==> src/hdl/eul2rm_pkg.sv <==
// ----------------------------------------------------------------------------
// eul2rm_pkg
// Shared types, constants and arithmetic helpers for the euler to matrix block.
// ----------------------------------------------------------------------------
package eul2rm_pkg;

    localparam int OUT_FRAC_BITS_DEF = 14;
    localparam int CORDIC_ITERS      = 23;
    localparam int ANG_W             = 16;
    localparam int VEC_W             = 33;
    localparam int Z_W               = 24;
    localparam int FULL_TURN         = 23040;
    localparam int QUARTER_TURN      = 5760;
    localparam int CORDIC_ONE        = 652032874;
    localparam int OUT_W             = 16;
    localparam int NOUT              = 9;
    localparam int LATENCY           = CORDIC_ITERS + 5;

    localparam int ATAN_TBL [CORDIC_ITERS] = '{
        2949120, 1740967, 919879, 466945, 234379, 117304, 58666, 29335,
        14668, 7334, 3667, 1833, 917, 458, 229, 115,
        57, 29, 14, 7, 4, 2, 1
    };

    // one angle on its way through the rotator
    typedef struct packed {
        logic signed [VEC_W-1:0] x;
        logic signed [VEC_W-1:0] y;
        logic signed [Z_W-1:0]   z;
        logic [1:0]              quad;
    } cord_t;

    // q30 product rounded to nearest, ties toward plus infinity
    function automatic logic signed [VEC_W-1:0] mulq30(
        input logic signed [VEC_W-1:0] a,
        input logic signed [VEC_W-1:0] b
    );
        logic signed [2*VEC_W-1:0] p;
        p = a * b;
        p = p + (2*VEC_W)'(64'sd1 <<< 29);
        p = p >>> 30;
        return p[VEC_W-1:0];
    endfunction

endpackage

==> src/hdl/eul2rm_wrap.sv <==
// ----------------------------------------------------------------------------
// eul2rm_wrap
// Wraps the three angles into one turn and splits quadrant and remainder.
// ----------------------------------------------------------------------------
module eul2rm_wrap
    import eul2rm_pkg::*;
(
    input  logic                    aclk,
    input  logic                    en,
    input  logic signed [ANG_W-1:0] pitch_angle,
    input  logic signed [ANG_W-1:0] yaw_angle,
    input  logic signed [ANG_W-1:0] roll_angle,
    output cord_t                   pitch_o,
    output cord_t                   yaw_o,
    output cord_t                   roll_o
);

    function automatic cord_t start(input logic signed [ANG_W-1:0] ang);
        logic signed [17:0] a;
        logic signed [17:0] r;
        cord_t              c;
        a = 18'(ang);
        if (a < 0) begin
            if (a < -18'(FULL_TURN)) begin
                a = a + 18'(2 * FULL_TURN);
            end else begin
                a = a + 18'(FULL_TURN);
            end
        end else if (a >= 18'(FULL_TURN)) begin
            a = a - 18'(FULL_TURN);
        end
        if (a >= 18'(3 * QUARTER_TURN)) begin
            c.quad = 2'd3;
            r      = a - 18'(3 * QUARTER_TURN);
        end else if (a >= 18'(2 * QUARTER_TURN)) begin
            c.quad = 2'd2;
            r      = a - 18'(2 * QUARTER_TURN);
        end else if (a >= 18'(QUARTER_TURN)) begin
            c.quad = 2'd1;
            r      = a - 18'(QUARTER_TURN);
        end else begin
            c.quad = 2'd0;
            r      = a;
        end
        c.x = VEC_W'(CORDIC_ONE);
        c.y = '0;
        c.z = {1'b0, r[12:0], 10'd0};
        return c;
    endfunction

    always_ff @(posedge aclk) begin
        if (en) begin
            pitch_o <= start(pitch_angle);
            yaw_o   <= start(yaw_angle);
            roll_o  <= start(roll_angle);
        end
    end

endmodule

==> config.mk <==
export PLATFORM = sky130hd
export DESIGN_NAME = eul2rm_wrap
export DESIGN_NICKNAME = d
export VERILOG_FILES = /design/src/hdl/eul2rm_pkg.sv /design/src/hdl/eul2rm_wrap.sv
export SDC_FILE = /design/constraint.sdc
export NUM_CORES = 1
export LEC_CHECK = 0
export BUFFER_PORTS_ARGS = -buffer_cell sky130_fd_sc_hd__buf_2
export CAP_MARGIN = 10
export CORE_MARGIN = 2
export CORE_UTILIZATION = 35
export CTS_CLUSTER_DIAMETER = 40
export CTS_CLUSTER_SIZE = 28
export DETAILED_ROUTE_END_ITERATION = 7
export PLACE_DENSITY_LB_ADDON = 0.08
export SKIP_LAST_GASP = 1
export SYNTH_ARGS = -nofsm -noshare
export SYNTH_HDL_FRONTEND = slang
export SYNTH_SLANG_ARGS = --single-unit
==> constraint.sdc <==
create_clock -name aclk -period 5.8 [get_ports aclk]
set_input_delay 0 -clock aclk [delete_from_list [all_inputs] [get_ports aclk]]
set_output_delay 0 -clock aclk [all_outputs]
set_load 0.01 [all_outputs]
## Word level (Yosys, flattened, before mapping)

Cells that the tools add are included.

- Logic and storage cells: 75
- Memory bits (writable): 0
- Latch bits: 0
- Register bits: 45
- Output and inout port bits: 276
- Bits of input ports: 50
- Memories kept: 0
- Bits in read-only memories: 0

- Equal/unequal tests: 0
- Reductions and logical operators: 3
- Shifts and indexed selects: 0
- Bitwise logic cells: 0
- Muxes and demuxes: 27
- Multipliers: 0
- Div/mod/pow operators: 0
- Add/subtract/negate cells: 18
- Magnitude comparators: 18

Operators by type and width:

| kind | count |
|---|---|
| $mux W18 | 12 |
| $mux W13 | 9 |
| $sub A13 B13 Y13 const B | 6 |
| $add A16 B17 Y18 const B | 3 |
| $ge A18 B14 Y1 const B | 3 |
| $ge A18 B15 Y1 const B | 3 |
| $ge A18 B16 Y1 const B | 3 |
| $add A16 B16 Y17 const B | 3 |
| $sub A16 B16 Y17 const B | 3 |
| $ge A16 B16 Y1 const B | 3 |
| $lt A16 B1 Y1 const B | 3 |
| $lt A16 B16 Y1 const B | 3 |
| $sub A13 B11 Y13 const B | 3 |
| $mux W1 | 6 |
| $reduce_or A2 Y1 | 3 |

## Depth between registers and ports, before layout

- Word-level depth: 8
- Mapped depth: 17
- Depth with buffers taken out: 16

## Least setup slack after synthesis

No wires, ideal clock.

- Path type: in2reg
- Start: input yaw_angle[3]
- End: register yaw_o[21] (netlist name), data pin
- Data arrival time: 3.229 ns
- Slack: 2.316 ns
- Library setup time: 0.255 ns
- Stages: 12
- Buffers on the path: 1
- Path through: or4_1 or4_4 a31o_2 xnor2_2 ha_1 nand2_1 and3_1 a31oi_1 or2_0 clkbuf_1 or4b_1 and3_1

- Longest elaborated chain between the ends: 8
- Elaborated cells on any way between the ends: 19

RTL lines:

| what | RTL line | text |
|---|---|---|
| start: declaration | eul2rm_wrap.sv:11 | `input logic signed [ANG_W-1:0] yaw_angle,` |
| $add A16 B17 Y18, or another cell as far along | eul2rm_wrap.sv:25 | `a = a + 18'(2 * FULL_TURN);` |
| $mux W18, on equally long branches | eul2rm_wrap.sv:24, eul2rm_wrap.sv:29 |  |
| $mux W18 (*) | eul2rm_wrap.sv:23 | `if (a < 0) begin` |
| $mux W18 (*) | eul2rm_wrap.sv:52 | `if (en) begin` |
| $ge A18 B14 Y1 or $sub A13 B13 Y13 (tied branches) | eul2rm_wrap.sv:38, eul2rm_wrap.sv:40 |  |
| $mux W13 | eul2rm_wrap.sv:38 | `end else if (a >= 18'(QUARTER_TURN)) begin` |
| $mux W13 | eul2rm_wrap.sv:35 | `end else if (a >= 18'(2 * QUARTER_TURN)) begin` |
| $mux W13 (*) | eul2rm_wrap.sv:32 | `if (a >= 18'(3 * QUARTER_TURN)) begin` |
| end signal: assignment | eul2rm_wrap.sv:54 | `yaw_o <= start(yaw_angle);` |
| end: declaration | eul2rm_wrap.sv:14 | `output cord_t yaw_o,` |

Every way passes the cells marked *; elsewhere a longest branch is shown, timed or not. The select of a mux whose other input is x is not followed.
A chain may end at the register's enable or synchronous reset.

## Worst setup path in the final report

- Start: input pitch_angle[2]
- End: register pitch_o[23] (netlist name), data pin

- Longest elaborated chain between the ends: 8
- Elaborated cells on any way between the ends: 19

RTL lines:

| what | RTL line | text |
|---|---|---|
| start: declaration | eul2rm_wrap.sv:10 | `input logic signed [ANG_W-1:0] pitch_angle,` |
| $add A16 B17 Y18, or another cell as far along | eul2rm_wrap.sv:25 |  |
| $mux W18, on equally long branches | eul2rm_wrap.sv:24, eul2rm_wrap.sv:29 |  |
| $mux W18 (*) | eul2rm_wrap.sv:23 |  |
| $mux W18 (*) | eul2rm_wrap.sv:52 |  |
| $ge A18 B14 Y1 or $sub A13 B13 Y13 (tied branches) | eul2rm_wrap.sv:38, eul2rm_wrap.sv:40 |  |
| $mux W13 | eul2rm_wrap.sv:38 |  |
| $mux W13 | eul2rm_wrap.sv:35 |  |
| $mux W13 (*) | eul2rm_wrap.sv:32 |  |
| end signal: assignment | eul2rm_wrap.sv:53 | `pitch_o <= start(pitch_angle);` |
| end: declaration | eul2rm_wrap.sv:13 | `output cord_t pitch_o,` |

Marked as above.

==> out/qor.csv <==
metric,value,unit
die height,141,um
minimum hold slack,0.197,ns
total CTS buffers,5,
synthesized cell area,6540,um^2
P_leak,0.00311,uW
post-DP HPWL,12.5,mm
critical path class,in -> reg,
GRT overflow,0,
total track usage,14.8,%
Setup crit end kind,flip-flop,
Main synth FF type,edfxtp_1,
drt pass-1 iters,5,
die area,19800,um^2
adder-cell share of the synthesized area,7.47,%
"EDFF count, synth",45,
largest family of logic cells by synthesized area,buffers and inverters,
Synth Warn #,0,
Worst Setup Start Kind,input pin,
"Seq/Total Area, Yosys",20.7,%
ys async rst share,0,%
worst setup path end,pitch_o[23]$_DFFE_PP_,
Synth top area share,26.5,%
CP Max Fanout,8,
Tmin final,4.39,ns
CTS tree,done,
critical path launch point,pitch_angle[2],
mean number of vias per cell,4.88,
Clock transition at path regs,0.07,ns
fraction of layout cells with a size suffix above 1,14.1,%
Final GP Congestion,0.901,
top post-synthesis cells by area,"buf_4 27%, edfxtp_1 21%, ha_1 7.5%, nand2_1 2.1%, a21oi_1 2.0%",
vias in the first global route,4783,
routed length per placed instance,14.6,um
DRT antenna net count,0,
clk sinks,45,
"Setup violations, final",0,
Starting Density,36.0,%
xor and xnor area share after synthesis,2.53,%
Buffers on Ports,94,
post-synth top area cell,buf_4,
Resized cells post-CTS,0,
Worst Hold Class,in -> reg,
worst endpoint required time,5.83,ns
Netlist cell types,86,
final WL,16.1,mm
Compound-Gate Fraction of Synth Area,19.8,%
chip width,141,um
Gate Count Post-Synth,775,
Ant. Diodes,0,
TNS Setup,0,ns
syn_area_per_cell,8.43,um^2
maximum vdd drop,0.0989,mV
Core Area,18100,um^2
Tcrit/Tclk final,75.7,%
Layout Nets,962,
Post-route DRC,0,
number of DRC markers in iteration 0,448,
outcome,finished clean,
Root Buffer,clkbuf_16,
CP Data Arrival Time,4.42,ns
H-tree levels,2,
post-synthesis mux area share,1.24,%
Worst-Margin Slew,1.03,ns
Yosys reg bits,45,
"Slew Viols, Final",0,
largest net degree at the start of global routing,46,
fmax,0.228,GHz
CTS max path bufs,2,
pre-CTS WS,1.74,ns
Area Growth Syn to Fin,2.62,%
first-pass GRT wire length,24.6,mm
initial antenna violation count,0,
pwr/cell area,196,nW/um^2
row cnt,49,
max_cap viols,0,
Post-Synth Simple-Gate Area,18.4,%
Via Count,5384,
RSZ-0062 raised after global routing,false,
Rel. slew slack,31.5,%
"Hold Vio Cnt, Final",0,
min setup slack post-route,1.41,ns
IO Count,326,
[how the worst min path moves through the flow]
stage,startpoint,endpoint,cells past startpoint
finish,yaw_angle[7],yaw_o[19]$_DFFE_PP_,3
global route,pitch_angle[8],pitch_o[20]$_DFFE_PP_,3
CTS,yaw_angle[7],yaw_o[19]$_DFFE_PP_,3
detailed placement,roll_angle[5],roll_o[17]$_DFFE_PP_,1
global placement,pitch_angle[3],pitch_o[15]$_DFFE_PP_,1
floorplan,pitch_angle[0],pitch_o[12]$_DFFE_PP_,0
[worst max-delay path: stages]
cell and delay, ns:
dlygate4sd3_1 0.54, buf_2 0.13, or4_1 0.65, nor4_1 0.78
o31ai_1 0.16, xnor2_1 0.65, inv_1 0.16, ha_1 0.24
nor3_1 0.24, o21ai_1 0.20, a2111oi_0 0.41, nor3_1 0.10
xor2_1 0.15
[layout make-up]
cell class | count | area [um^2]
clock buffer | 6 | 129
clock inverter | 2 | 38.8
fill | 1913 | 11400
inverter | 31 | 116
multi-input combinational | 674 | 4100
sequential | 45 | 1350
tap | 229 | 287
timing repair buffer | 116 | 688
[Yosys cell counts, drive strengths merged, types with 8 or more instances]
library cell	n
o21ai	21
nand2b	12
a21oi	26
and3	9
inv	31
or4	10
o211ai	14
xor2	8
nand2	37
nand3	24
nor2	28
buf	234
ha	39
a31oi	8
a21o	12
clkbuf	20
xnor2	10
a211oi	15
nor3	14
edfxtp	45
[through the flow]
step | instance area (um^2) | cells | total power, uW | utilization (%)
final | 6710 | 1103 | 1320 | 37.0
after detailed placement | 6330 | 1074 | 971 | 34.9
after CTS | 6710 | 1103 | 1320 | 37.0
after floorplan | 7400 | 1004 | 926 | -
after global placement | 6330 | 1074 | 973 | 34.9
after global routing | 6710 | 1103 | 1400 | 37.0
[layout by cell type, fill, tap and decap left out, drive strengths merged, types with 5 or more instances in the layout]
| cell | count |
|---|---|
| buf | 95 |
| or4 | 10 |
| nand2b | 12 |
| a21oi | 26 |
| xnor2 | 10 |
| o2111ai | 5 |
| o32ai | 5 |
| a211o | 6 |
| nand3b | 7 |
| nor3 | 14 |
| xor2 | 8 |
| and2 | 7 |
| or3 | 6 |
| nand4b | 5 |
| nand2 | 37 |
| ha | 39 |
| and3 | 9 |
| mux2i | 7 |
| or2 | 7 |
| a31oi | 8 |
| nor2b | 6 |
| nand3 | 24 |
| edfxtp | 45 |
| o21bai | 5 |
| nor2 | 28 |
| o211ai | 14 |
| nor4 | 6 |
| clkbuf | 6 |
| a211oi | 15 |
| inv | 31 |
| nand4 | 6 |
| a21o | 12 |
| o21ai | 21 |
| conb | 231 |
| dlygate4sd3 | 21 |
[registers in the layout (all words and copies together), names as in the netlist]
register and flops:
pitch_o 15, roll_o 15, yaw_o 15
[cells by family (layout without fill, tap and decap cells)]
kind of cell / after synthesis / after routing
buffers and inverters: 285 / 155
and+or+nand+nor: 207 / 207
AOI/OAI and AO/OA: 171 / 171
DFF: 45 / 45
adders and majority gates: 39 / 39
xor gates and xnor gates: 18 / 18
muxes: 8 / 8
other: 2 / 231
[per-layer routing]
| layer | up-vias | wire length [um] | share of wire, % | global-route usage, % |
|---|---|---|---|---|
| met5 | - | 0 | 0 | 0 |
| met4 | 0 | 150 | 0.93 | 3.11 |
| met3 | 16 | 993 | 6.2 | 1.70 |
| met2 | 258 | 8050 | 50 | 25.7 |
| met1 | 2553 | 6890 | 43 | 19.9 |
| li1 | 2557 | - | - | - |
[repair_timing]
item                      CTS  global route
buffers inserted            0             0
hold buffers               21             0
hold endpoints to repair   21             0
[where the power goes]
part	switching, uW	total [uW]	internal, uW	leakage [uW]
Combinational	359	548	189	0.00259
Clock	131	335	205	0.0000810
Sequential	12.4	435	422	0.000441
Note: power is estimated with default switching activity, not from simulation.
