--- src/hdl/eul2rm_pkg.sv ---
// ----------------------------------------------------------------------------
// eul2rm_pkg
// Shared types, constants and arithmetic helpers for the euler to matrix block.
// ----------------------------------------------------------------------------
package eul2rm_pkg;

    localparam int OUT_FRAC_BITS_DEF = 14;
    localparam int CORDIC_ITERS      = 23;
    localparam int ANG_W             = 16;
    localparam int VEC_W             = 33;
    localparam int Z_W               = 24;
    localparam int FULL_TURN         = 23040;
    localparam int QUARTER_TURN      = 5760;
    localparam int CORDIC_ONE        = 652032874;
    localparam int OUT_W             = 16;
    localparam int NOUT              = 9;
    localparam int LATENCY           = CORDIC_ITERS + 5;

    localparam int ATAN_TBL [CORDIC_ITERS] = '{
        2949120, 1740967, 919879, 466945, 234379, 117304, 58666, 29335,
        14668, 7334, 3667, 1833, 917, 458, 229, 115,
        57, 29, 14, 7, 4, 2, 1
    };

    // one angle on its way through the rotator
    typedef struct packed {
        logic signed [VEC_W-1:0] x;
        logic signed [VEC_W-1:0] y;
        logic signed [Z_W-1:0]   z;
        logic [1:0]              quad;
    } cord_t;

    // q30 product rounded to nearest, ties toward plus infinity
    function automatic logic signed [VEC_W-1:0] mulq30(
        input logic signed [VEC_W-1:0] a,
        input logic signed [VEC_W-1:0] b
    );
        logic signed [2*VEC_W-1:0] p;
        p = a * b;
        p = p + (2*VEC_W)'(64'sd1 <<< 29);
        p = p >>> 30;
        return p[VEC_W-1:0];
    endfunction

endpackage

--- src/hdl/eul2rm_cell.sv ---
// ----------------------------------------------------------------------------
// eul2rm_cell
// One cordic rotation step with its own shift and arctangent constant.
// ----------------------------------------------------------------------------
module eul2rm_cell
    import eul2rm_pkg::*;
#(
    parameter int IDX = 0
)
(
    input  logic  aclk,
    input  logic  en,
    input  cord_t d_i,
    output cord_t d_o
);

    localparam logic signed [Z_W-1:0] ATAN = Z_W'(ATAN_TBL[IDX]);

    cord_t nxt;

    always_comb begin
        nxt.quad = d_i.quad;
        if (d_i.z >= 0) begin
            nxt.x = d_i.x - (d_i.y >>> IDX);
            nxt.y = d_i.y + (d_i.x >>> IDX);
            nxt.z = d_i.z - ATAN;
        end else begin
            nxt.x = d_i.x + (d_i.y >>> IDX);
            nxt.y = d_i.y - (d_i.x >>> IDX);
            nxt.z = d_i.z + ATAN;
        end
    end

    always_ff @(posedge aclk) begin
        if (en) begin
            d_o <= nxt;
        end
    end

endmodule

--- config.mk ---
export PLATFORM = sky130hd
export DESIGN_NAME = eul2rm_cell
export DESIGN_NICKNAME = d
export VERILOG_FILES = /design/src/hdl/eul2rm_pkg.sv /design/src/hdl/eul2rm_cell.sv
export SDC_FILE = /design/constraint.sdc
export NUM_CORES = 1
export LEC_CHECK = 0
export BUFFER_PORTS_ARGS = -buffer_cell sky130_fd_sc_hd__buf_2
export CORE_ASPECT_RATIO = 0.75
export CORE_UTILIZATION = 23
export CTS_CLUSTER_SIZE = 24
export DETAILED_ROUTE_END_ITERATION = 10
export PLACE_DENSITY = 0.4
export SYNTH_ARGS = -nofsm -noshare
export SYNTH_HDL_FRONTEND = slang
export SYNTH_SLANG_ARGS = --single-unit
--- constraint.sdc ---
create_clock -name aclk -period 6.4 [get_ports aclk]
set_clock_uncertainty 0.2 [all_clocks]
set_input_delay 0.64 -clock aclk [delete_from_list [all_inputs] [get_ports aclk]]
set_output_delay 0.64 -clock aclk [all_outputs]
set_load 0.02 [all_outputs]
## Yosys cells after proc, flatten, opt, wreduce, memory -nomap -nowiden

Cells that the tools add are included.

- $lt $le $gt $ge: 1
- Muxes and demuxes: 1
- Add/subtract/negate cells: 5

Operators with widths:

| kind | number |
|---|---|
| 90-bit 2-to-1 mux | 1 |
| 33-bit subtractor | 2 |
| 33-bit adder | 1 |
| 24-bit by 23-bit adder with 24-bit output (second input constant) | 1 |
| 24-bit by 1-bit greater-or-equal comparator with 1-bit output (second input constant) | 1 |
| 24-bit by 23-bit subtractor with 24-bit output (second input constant) | 1 |

- Output and inout port bits: 92
- Word-level logic and storage cells: 11
- Bits of input ports: 94
- Flip-flop bits (word level): 92

## Longest topological paths before layout

Gate-level depths: netlist of the first run.

- Depth after elaboration: 2
- Depth in mapped cells: 17
- Depth with buffers taken out: 15

## Least setup slack after synthesis of the first run

Ideal clock, no wire load.

- Kind: input -> register
- Start: input port d_i[25] (netlist name)
- End: register d_o[25] (netlist name), data pin
- Slack: 2558 ps
- Data required time: 5942 ps
- Arrival: 3385 ps
- Setup time: 258 ps
- Stages on the path: 17
- Path buffers: 2
- Cell sequence: inv_1 > ha_1 > nor4b_1 > nand4_1 > o21ai_2 > clkbuf_1 > buf_1 > ha_1 > a21o_1 > a21oi_1 > o21bai_1 > a21oi_1 > nor2b_1 > nor2_1 > nor2_1 > nor2_1 > xnor2_1

RTL lines:

| item | line | text |
|---|---|---|
| start: declaration | eul2rm_cell.sv:13 | `input cord_t d_i,` |
| end signal: assignment | eul2rm_cell.sv:36 | `d_o <= nxt;` |
| end: declaration | eul2rm_cell.sv:14 | `output cord_t d_o` |

==> results by stage, run 1 <==
Timing:
- The maximum operating frequency is 247 MHz.
- The final critical-path required period is 4.06 ns.
- The final hold violation count is 0.
- The number of pins exceeding their max-slew limit in the final report is 0.
- The setup-violating endpoint count in the final report is 0.
- The measured slew at the worst slew-check pin is 0.918 ns.
- For the final routed database, the setup TNS stands at 0 ns.
- The worst slew slack as a fraction of its limit is 0.388.
- Of the available clock period, the critical path in the final layout requires 0.634.
- Setup repair after global routing left no endpoint under its margin.

Layout:
- In the layout the commonest cells are sky130_fd_sc_hd__buf_2, sky130_fd_sc_hd__ha_1, sky130_fd_sc_hd__a21oi_1, sky130_fd_sc_hd__inv_1, sky130_fd_sc_hd__nor2_1.
- The filler cell count is around 4100.
- The leading cell type in the layout, fill and taps excluded is sky130_fd_sc_hd__buf_2.
- d_o holds more flip-flops than any other register.
- The count of nets after finishing is around 1400.
- The finished layout holds 1672 standard cells, fillers aside.
- The repair_antennas step left the layout with diodes totalling 0.
- In the final layout, the registers with the most flip-flops are d_o (91).
- The area growth from synthesis to layout is 19.7%.
- In the final layout, the share of cells above drive strength 1 is 0.186.
- The number of flip-flops under the largest register name is 91.
- The utilization after layout is 0.281.
- The finished cells cover 10500 µm².

Worst setup path:
- The maximum fanout encountered on the critical timing path is 14.
- STA classifies the critical path endpoint as a flip-flop.
- In this design, the critical path's most frequently occurring cell is sky130_fd_sc_hd__o21ai_0.
- The most critical setup path has its endpoint at d_o[88].
- The critical path runs through a total of 12 cells.
- The sum of buffers and inverters on the critical path is 2.
- Traced cell by cell, the critical path runs through buf_2, inv_1, ha_1, a21oi_1, o21ai_0, a221oi_1, o21ai_0, a21oi_1, o21ai_0, a311oi_1, o21bai_1, xnor2_1.
- The critical path is of the input port to flip-flop type.
- The largest single stage delay on the critical path is 0.52 ns.
- The slowest library cell on the worst path is sky130_fd_sc_hd__ha_1.
- The source of the critical timing path is d_i[40].
- For the worst setup path, the data arrival time is 3.94 ns.
- The kind of launch point of the worst setup path is an input port.
- The kind of cell adding the most delay to the critical path is compound AO/OA/AOI/OAI gates.
- At the worst endpoint, the required time is approximately 6.3 ns.

Placed design:
- In this run the tool buffered the top-level ports with 185 buffer cells.
- The count of placed standard cells including taps is approximately 1700.
- The sum of net half-perimeters after detailed placement is 25.6 mm.
- At the end of routability-driven placement, the weighted congestion stood at 0.845.
- Summing all placed instances gives a cell area of 10200 µm².

Clock network:
- The number of clock buffers inserted by TritonCTS is 9.
- Clock tree synthesis found a total of between 90 and 100 sinks.
- The level count of the clock H-tree is 3.
- The hold buffer count at cts is 0.
- The number of post-CTS setup repair buffers is 0.
- The post-cts gate resize count is 0.
- The clock transition at the registers of the reported paths is roughly 0.070 ns.
- The tree is rooted in a sky130_fd_sc_hd__clkbuf_16.
- TritonCTS built the clock tree.
- The longest clock path from root to sink contains 2 buffers.

Floorplanning:
- The die covers 38800 µm².
- The effective utilization at floorplan is 0.235.
- After floorplanning, the core was divided into 61 placement rows.
- The die is 171 µm tall.
- The total area inside the core boundary comes to between 30000 and 40000 µm².
- 186 I/O pins were placed.
- The floorplan step set the die width to 227 µm.

Routing:
- In the routed layout, each cell is associated on average with a via count of 4.84.
- The via count of the routed design is 8095.
- In the routed design, unresolved DRC markers number 0.
- Wires add up to 31.9 mm.
- The average wire per standard cell is about 19 µm.
- For this run, the detailed router's first-pass iteration total came to 5.
- The remaining antenna violation count after routing is 0.
- The initial DRC count is 641.

Logic synthesis:
- The number of different library cells used by synthesis comes to 68.
- The post-synthesis register bit count is a little over 90.
- Dividing the synthesized area by the synthesized cell count gives about 8.7 µm².
- After technology mapping, the gate count stands at 1006.
- The synthesized design spends more area on one cell type than any other, namely sky130_fd_sc_hd__edfxtp_1.
- The area share of the leading cell type in the synthesized netlist is 0.313.
- The number of synthesized flops with an enable pin is just over 90.
- For this run, the number of Yosys warnings is 0.
- Summing every instance area after synthesis gives about 9000 µm².
- In the synthesized netlist the async set-or-reset flop fraction comes to 0.
- The register area share after synthesis is 0.313.
- When the netlist entered floorplanning its net count stood at 1216.
- By area the synthesized netlist is led by sky130_fd_sc_hd__edfxtp_1, sky130_fd_sc_hd__ha_1, sky130_fd_sc_hd__a21oi_1.
- The most common flop cell mapped by yosys is sky130_fd_sc_hd__edfxtp_1.

GRT:
- The via count of the first global-routing pass came to roughly 7800.
- The initial antenna violation count is 2.
- Entering global routing, the biggest net connects 84 pins.
- The first global-routing pass estimated 47.6 mm of wire.
- Global routing finished with a remaining overflow of 0.
- For this run, the total global-route usage over all layers was measured as 0.163.

Min path:
- The path type of the worst min-delay path is input port to flip-flop.

Flow run:
- Max-cap violations in this run came to 0.

Status:
- The flow ran to the end, and the final reports show no timing, DRC or antenna violations.

Power and ir drop:
- The power after layout is 2.29 mW.
- For this design the static power due to leakage is approximately 4.5 nW.
- The power density normalized to cell area is 219 nW/µm².
- IR analysis of the VDD net gives a maximum drop of between 0.0001 and 0.00015 V.
-- synthesized netlist by cell type (all sizes together), types with 5 or more instances --
cell and count:
a211oi 16, a21o 22, a21oi 110, a221oi 5, a31oi 10, buf 20
clkbuf 23, edfxtp 91, ha 112, inv 99, mux2i 9, nand2 42
nand2b 17, nand3 10, nand4 15, nor2 96, nor2b 10, nor3 16
nor4 15, o211ai 8, o21a 11, o21ai 70, o21bai 20, o31ai 12
or3 8, xnor2 61, xor2 9
-- cells by family after synthesis --
kind of cell    share of synthesized area
mux                                0.0116
simple gates                        0.141
buf+inv                            0.0645
compound gates                      0.231
fa+ha+maj                           0.169
xor+xnor                           0.0701
flops                               0.313
-- per-layer routing --
layer	up-vias	global-route usage	wire (µm)	part of all wire
li1	3910	-	-	-
met1	3869	0.251	16500	0.52
met2	288	0.228	12800	0.40
met3	26	0.0294	2030	0.064
met4	2	0.0388	477	0.015
met5	-	0	13	0.00041
-- through the flow --
step | worst slack [ns] | hold WS, ns
2_1_floorplan | 2.56 | 0.539
4_1_cts | 2.49 | 0.233
5_1_grt | 2.15 | 0.233
3_3_place_gp | 2.02 | 0.617
3_5_place_dp | 2.12 | 0.619
6_report | 2.34 | 0.254
-- power by group --
part	internal, mW	switching [mW]
combinational	0.310	0.610
sequential	0.777	0.0261
clock	0.306	0.262
-- cell type report --
type | count | area (µm²) | area share
timing repair buffer | 189 | 958 | 0.0916
tap | 504 | 631 | 0.0603
clock buffer | 9 | 225 | 0.0215
inverter | 103 | 387 | 0.0370
clock inverter | 7 | 73.8 | 0.00706
sequential | 91 | 2730 | 0.261
multi-input combinational | 769 | 5450 | 0.521
-- worst min path at each step --
stage                     cells past startpoint   start  endpoint
final                                         1  d_i[1]    d_o[1]
after global routing                          1  d_i[0]    d_o[0]
after CTS                                     1  d_i[0]    d_o[0]
after detailed placement                      1  d_i[0]    d_o[0]
after global placement                        1  d_i[1]    d_o[1]
after floorplan                               0  d_i[0]    d_o[0]
No activity file was read; power rests on OpenSTA's default activity.
==> inputs of run 2 (changes only) <==
clock period = 4.2 ns   (was 6.4 ns; I/O delays follow)
==> run 2 against run 1 <==
Compared with the run above:
- first-iteration DRC count increased by 4.5%
- combinational power increased by 54%
- design area increased by 1.7%
- setup slack got worse by 1.8 ns
- non-clock buffer count increased by 20
- worst hold slack got worse by 0.22 ns
- die area unchanged
- largest power group unchanged
- final cell count increased by 1.2%
- power increased by 56%
- count of clock-buffer cells in the layout increased by 1
- largest cell class unchanged
==> results by stage, run 2 (synthesized netlist as in run 1, its figures left out) <==
Timing:
- For the finished layout, the period the worst path requires is 3.68 ns.
- The share of the cycle needed by the critical path after routing is 0.876.
- The number of pins exceeding their max-slew limit in the final report is 0 (unchanged).
- The worst slew slack as a fraction of its limit is 0.447 (+0.0586).
- Setup repair after global routing left no endpoint under its margin.
- The measured slew at the worst slew-check pin was 0.825 ns (-0.0935 ns).
- The summed negative setup slack over all endpoints is 0 ns (unchanged).
- The setup-violating endpoint count in the final report is 0 (unchanged).
- The final hold violation count is 0 (unchanged).
- The maximum operating frequency is 272 MHz.

Clock network:
- In this run the clock root is driven by a sky130_fd_sc_hd__clkbuf_16.
- The post-cts gate resize count was 0 (unchanged).
- The level count of the clock H-tree is 3 (unchanged).
- The hold buffer count at cts is 0 (unchanged).
- The clock net sink count is 91 (unchanged).
- The number of clock buffers inserted by TritonCTS is 9 (unchanged).
- The clock transition at the registers of the reported paths came to 0.07 ns (about the same).
- The largest buffer count on any clock path is 2 (unchanged).
- TritonCTS built the clock tree.
- The number of post-CTS setup repair buffers is 0 (unchanged).

Worst setup path:
- The slowest library cell on the worst path is sky130_fd_sc_hd__o31ai_1.
- The critical path goes through buf_2, inv_1, ha_1, nand4_1, a211oi_1, nand4b_1, a311oi_1, o31ai_1, a31oi_1, a221oi_1, xnor2_1.
- The arrival time at the worst endpoint is 3.59 ns (-0.35 ns).
- The sum of buffers and inverters on the critical path was 2 (unchanged).
- The peak per-stage delay on the critical path is 0.57 ns (+0.05 ns).
- The capturing element type of the critical path is a flip-flop.
- The maximum fanout encountered on the critical timing path was 13 (-1).
- The worst path required time came to 4.11 ns (-2.17 ns).
- The source of the critical timing path is d_i[33].
- STA classifies the critical path startpoint as an input port.
- Grouping stages by cell kind, the critical path spends the most delay in compound AO/OA/AOI/OAI gates.
- The class of the most critical setup path is input port to flip-flop.

Layout:
- The count of nets after finishing is 1393 (+1.5%).
- Leaving out fill and tap cells, the most frequent cells in the layout are sky130_fd_sc_hd__buf_2, sky130_fd_sc_hd__ha_1, sky130_fd_sc_hd__a21oi_1, sky130_fd_sc_hd__inv_1, sky130_fd_sc_hd__nor2_1.
- The utilization after layout is 0.286 (+0.00474).
- The filler cell count is 4095 (+1.1%).
- The largest registers in the layout are d_o (91).
- The number of flip-flops under the largest register name was 91 (unchanged).
- The number of standard cells in the layout, taps in and fillers out was 1692 (+1.2%).
- The total non-filler cell area in the finished layout is 10600 µm² (+1.7%).
- The share of layout cells above drive strength 1 came to 0.199 (+0.0137).
- The library cell used most frequently in the layout, excluding fill and tap cells, is sky130_fd_sc_hd__buf_2.
- The diode insertion count for antenna repair is 0 (unchanged).
- The area growth from synthesis to layout is 21.7%.
- The register containing the most flip-flops in the final layout is d_o.

Routing:
- The average wire per standard cell came to 18.9 µm (-0.94%).
- The number of vias per cell after detailed routing is 4.80 (-0.85%).
- The post-detailed-routing wire length came to 31.9 mm (+0.24%).
- The initial DRC count is 670 (+4.5%).
- The residual DRC count is 0 (unchanged).
- The via count of the routed design is 8122 (+0.33%).
- The number of detailed-routing iterations run before antenna repair came to 8 (+3).
- The remaining antenna violation count after routing is 0 (unchanged).

Floorplanning:
- The number of standard-cell rows in the floorplan was 61 (unchanged).
- The floorplan die area was 38800 µm² (unchanged).
- The number of placed I/O pins was 186 (unchanged).
- The effective utilization at floorplan is 0.235 (unchanged).
- The area of the core is 37200 µm² (unchanged).
- The overall die width is 227 µm (unchanged).
- The height of the die is 171 µm (unchanged).

Status:
- The run finished with clean final reports.

Placed design:
- The placed cell area came to 10300 µm² (+1.5%).
- The count of placed standard cells including taps is 1676 (+1.2%).
- The sum of net half-perimeters after detailed placement came to 25.9 mm (+1.1%).
- The global placer's final weighted congestion is 0.886 (+4.8%).
- The number of port buffers was 185 (unchanged).

GRT:
- The pin count of the biggest net entering global routing was 54 (-36%).
- The via count of the first global-routing pass is 7732 (-0.51%).
- The global-route wire length before repair is 47.9 mm (+0.59%).
- The all-layer global routing usage is 0.163 (about the same).
- The remaining global-route overflow came to 0 (unchanged).
- The initial antenna violation count is 2 (unchanged).

Min path:
- The path with the worst hold slack has its endpoint at d_o[0].
- The path type of the worst min-delay path is input port to flip-flop.
- The startpoint of the most critical hold path is d_i[0].
- The hold-critical path depth was 1 (unchanged).

Power and ir drop:
- The worst IR drop on VDD is 0.000178 V (+56%).
- The leakage power is 4.64 nW (+2.3%).
- The power after layout came to 3.58 mW (+56%).
- The power density normalized to cell area is 336 nW/µm² (+54%).

Flow run:
- The reported max-cap violation count came to 0 (unchanged).
## run 2: cell count changes in the layout (fill, tap and decap cells not counted), sizes merged
| cell | previous run | this run |
|---|---|---|
| inv | 101 | 102 |
| clkinv | 8 | 4 |
| bufinv | 1 | 2 |
| buf | 189 | 209 |
| clkbuf | 9 | 10 |
| clkinvlp | 0 | 1 |
## run 2: area by class of cell
type,count,area [µm²],area share
Clock buffer,10,229,0.0215
Clock inverter,6,96.3,0.00906
Inverter,103,387,0.0363
Multi-Input combinational cell,769,5450,0.513
Sequential cell,91,2730,0.257
Tap cell,504,631,0.0593
Timing Repair Buffer,209,1110,0.104
## run 2: power by group
| group | internal (mW) | switching (mW) | leakage (nW) |
|---|---|---|---|
| Combinational | 0.493 | 0.924 | 3.59 |
| Clock | 0.532 | 0.404 | 0.156 |
| Sequential | 1.18 | 0.0415 | 0.891 |
## run 2: how the worst max path moves through the flow
stage          cells after the start  slack, ns  endpoint
2_1_floorplan                     17       0.58   d_o[25]
3_3_place_gp                      12       0.22   d_o[52]
3_5_place_dp                      11       0.23   d_o[56]
4_1_cts                           11       0.60   d_o[56]
5_1_grt                           11       0.24   d_o[56]
6_report                          11       0.52   d_o[56]
## run 2: stage by stage
stage	hold WS [ns]	worst slack [ns]
floorplan	0.319	0.578
global placement	0.397	0.220
detailed placement	0.400	0.230
CTS	0.0162	0.603
global route	0.0157	0.235
finish	0.0343	0.522
## run 2: metal layers
| layer | track usage | part of all wire |
|---|---|---|
| met1 | 0.250 | 0.51 |
| met5 | 0 | 0.00085 |
| met2 | 0.226 | 0.40 |
| met3 | 0.0352 | 0.079 |
| met4 | 0.0368 | 0.014 |
==> inputs of run 3 (changes only) <==
CORE_UTILIZATION = 50   (was 23)
PLACE_DENSITY = 0.74   (was 0.4)
RECOVER_POWER = 100   (was not set)
==> run 3 against run 2 <==
Compared with the run above:
- the flow now finishes with violations (max-capacitance violations, max-slew violations)
- wire length shrank 18%
- global-route usage grew 13 points
- utilization grew 31 points
- design area shrank 5.4%
- via count grew 2.3%
- setup slack lost 0.057 ns
- first-iteration DRC count grew 41%
- combinational power shrank 6%
- largest power group unchanged
==> results by stage, run 3 (synthesized netlist as in run 1, its figures left out) <==
GRT:
- The all-layer global routing usage is 0.291 (+0.128).
- The layer flagged by global routing as most heavily used is met1.
- The initial antenna violation count is 1 (-1).
- The via count of the first global-routing pass is 7363 (-4.8%).
- The met2 layer usage reported by global route is 0.407 (+0.181).
- The pin count of the biggest net entering global routing came to 78 (+44%).
- The remaining global-route overflow is 0 (unchanged).
- The met3 routing resource usage after global routing came to 0.0917 (+0.0564).
- The global-route wire length before repair is 40.2 mm (-16%).
- The routing usage on met1 is 0.430 (+0.180).

Floorplanning:
- The floorplan die area is 18000 µm² (-54%).
- The number of standard-cell rows in the floorplan is 41 (-33%).
- The area of the core is 17000 µm² (-54%).
- The number of placed I/O pins is 186 (unchanged).
- The overall die width was 155 µm (-32%).
- The height of the die is 117 µm (-32%).
- The effective utilization at floorplan was 0.515 (+0.280).

Layout:
- The number of standard cells in the layout, taps in and fillers out is 1418 (-16%).
- The count of nets after finishing is 1387 (-0.43%).
- The number of flip-flops under the largest register name was 91 (unchanged).
- Leaving out fill and tap cells, the most frequent cell in the layout is sky130_fd_sc_hd__clkbuf_1.
- Leaving out fill and tap cells, the most frequent cells in the layout are sky130_fd_sc_hd__clkbuf_1, sky130_fd_sc_hd__ha_1, sky130_fd_sc_hd__a21oi_1, sky130_fd_sc_hd__inv_1, sky130_fd_sc_hd__nor2_1.
- Ranked by flip-flop count, first place goes to d_o.
- The total non-filler cell area in the finished layout is 10100 µm² (-5.4%).
- In the final layout, the registers with the most flip-flops are d_o (91).
- Relative to the synthesized area, the layout overhead comes to 15.1%.
- The share of layout cells above drive strength 1 is 0.0973 (-0.102).
- The diode insertion count for antenna repair is 0 (unchanged).

Routing:
- The remaining antenna violation count after routing is 0 (unchanged).
- The residual DRC count is 0 (unchanged).
- The via count of the routed design is 8309 (+2.3%).
- The number of vias per cell after detailed routing is 5.86 (+22%).
- The post-detailed-routing wire length is 26.3 mm (-18%).
- The average wire per standard cell is 18.5 µm (-1.8%).
- The initial DRC count is 944 (+41%).
- The number of detailed-routing iterations run before antenna repair is 6 (-2).

Status:
- The run finished, with violations left.
- The checks that failed: max-capacitance violations, max-slew violations.

Timing:
- The maximum operating frequency is 268 MHz (-1.5%).
- The final critical-path required period was 3.73 ns (+0.0566 ns).
- The final hold violation count is 0 (unchanged).
- Setup repair after global routing left no endpoint under its margin.
- The measured slew at the worst slew-check pin is 2.01 ns (+1.19 ns).
- The summed negative setup slack over all endpoints was 0 ns (unchanged).
- The setup-violating endpoint count in the final report is 0 (unchanged).
- The share of the cycle needed by the critical path after routing was 0.889 (+0.0135).
- The number of pins exceeding their max-slew limit in the final report is 78 (+78).
- The worst slew slack as a fraction of its limit was -0.341 (-0.788).

Worst setup path:
- The maximum fanout encountered on the critical timing path is 5 (-8).
- The arrival time at the worst endpoint is 3.64 ns (+0.05 ns).
- The class of the most critical setup path is input port to flip-flop.
- The worst path required time came to 4.11 ns (about the same).
- The capturing element type of the critical path is a flip-flop.
- The kind of launch point of the worst setup path is an input port.

Placed design:
- The number of port buffers is 185 (unchanged).
- The placed cell area is 9930 µm² (-3.7%).
- The count of placed standard cells including taps was 1402 (-16%).
- The global placer's final weighted congestion is 0.986 (+11%).
- The sum of net half-perimeters after detailed placement came to 20.7 mm (-20%).

Power and ir drop:
- The leakage power is 4.29 nW (-7.5%).
- The power after layout is 3.44 mW (-4.0%).
- The power density normalized to cell area is 341 nW/µm² (+1.5%).
- The worst IR drop on VDD is 0.000208 V (+17%).

Min path:
- The path type of the worst min-delay path is input port to flip-flop.

Clock network:
- The post-cts gate resize count is 0 (unchanged).
- The clock transition at the registers of the reported paths came to 0.07 ns (about the same).
- The hold buffer count at cts came to 0 (unchanged).
- The clock net sink count is 91 (unchanged).
- The level count of the clock H-tree is 3 (unchanged).
- The CTS root buffer is sky130_fd_sc_hd__clkbuf_16.
- The number of clock buffers inserted by TritonCTS is 9 (unchanged).
- The largest buffer count on any clock path is 2 (unchanged).
- The clock tree from TritonCTS is done.
- The number of post-CTS setup repair buffers was 0 (unchanged).

Flow run:
- The reported max-cap violation count is 1 (+1).
## run 3: changes by cell type in the layout (fill, tap and decap cells not counted), moves of 2 or more
cell / previous run / this run
sky130_fd_sc_hd__o21ai_0: 68 / 70
sky130_fd_sc_hd__inv_8: 1 / 3
sky130_fd_sc_hd__clkbuf_1: 1 / 113
sky130_fd_sc_hd__buf_4: 25 / 14
sky130_fd_sc_hd__buf_2: 184 / 75
## run 3: final timing paths
path	depth (start not counted)	from	endpoint
hold / removal	1	d_i[1]	d_o[1]
setup / recovery	12	d_i[26]	d_o[87]
## run 3: critical path: stages
cell	delay (ns)
sky130_fd_sc_hd__clkbuf_1	0.10
sky130_fd_sc_hd__ha_1	0.23
sky130_fd_sc_hd__fa_1	0.42
sky130_fd_sc_hd__nor2b_1	0.17
sky130_fd_sc_hd__nor3_1	0.25
sky130_fd_sc_hd__o211ai_1	0.26
sky130_fd_sc_hd__a41oi_1	0.59
sky130_fd_sc_hd__o31ai_1	0.22
sky130_fd_sc_hd__a221oi_2	0.50
sky130_fd_sc_hd__o21bai_1	0.14
sky130_fd_sc_hd__a32oi_1	0.25
sky130_fd_sc_hd__xnor2_1	0.09
## run 3: area by class of cell
| type | count | area [µm²] |
|---|---|---|
| clock inverters | 7 | 90.1 |
| inverters | 103 | 387 |
| well taps | 236 | 295 |
| multi-input cells | 769 | 5420 |
| repair buffers | 203 | 910 |
| fillers | 1576 | 6920 |
| flip-flops and latches | 91 | 2730 |
| clock buffers | 9 | 225 |
## run 3: power by group
part,total [mW],leakage [nW],internal [mW],switching (mW)
registers,1.24,0.891,1.19,0.0518
clock network,0.864,0.156,0.479,0.384
logic,1.33,3.24,0.443,0.891
total,3.44,4.29,2.11,1.33
## run 3: through the flow
stage                     setup WS, ns  utilization  hold slack (ns)
after floorplan                  0.578            -            0.319
after global placement           0.498        0.585            0.397
after detailed placement         0.444        0.585            0.400
after CTS                        0.803        0.603           0.0297
after global routing             0.311        0.593           0.0329
final                            0.465        0.593           0.0423
## run 3: layer usage
layer | up-vias | routed length, µm
met2 | 503 | 10400
met3 | 38 | 3180
met1 | 3821 | 12200
li1 | 3945 | -
met4 | 2 | 440
met5 | - | 8
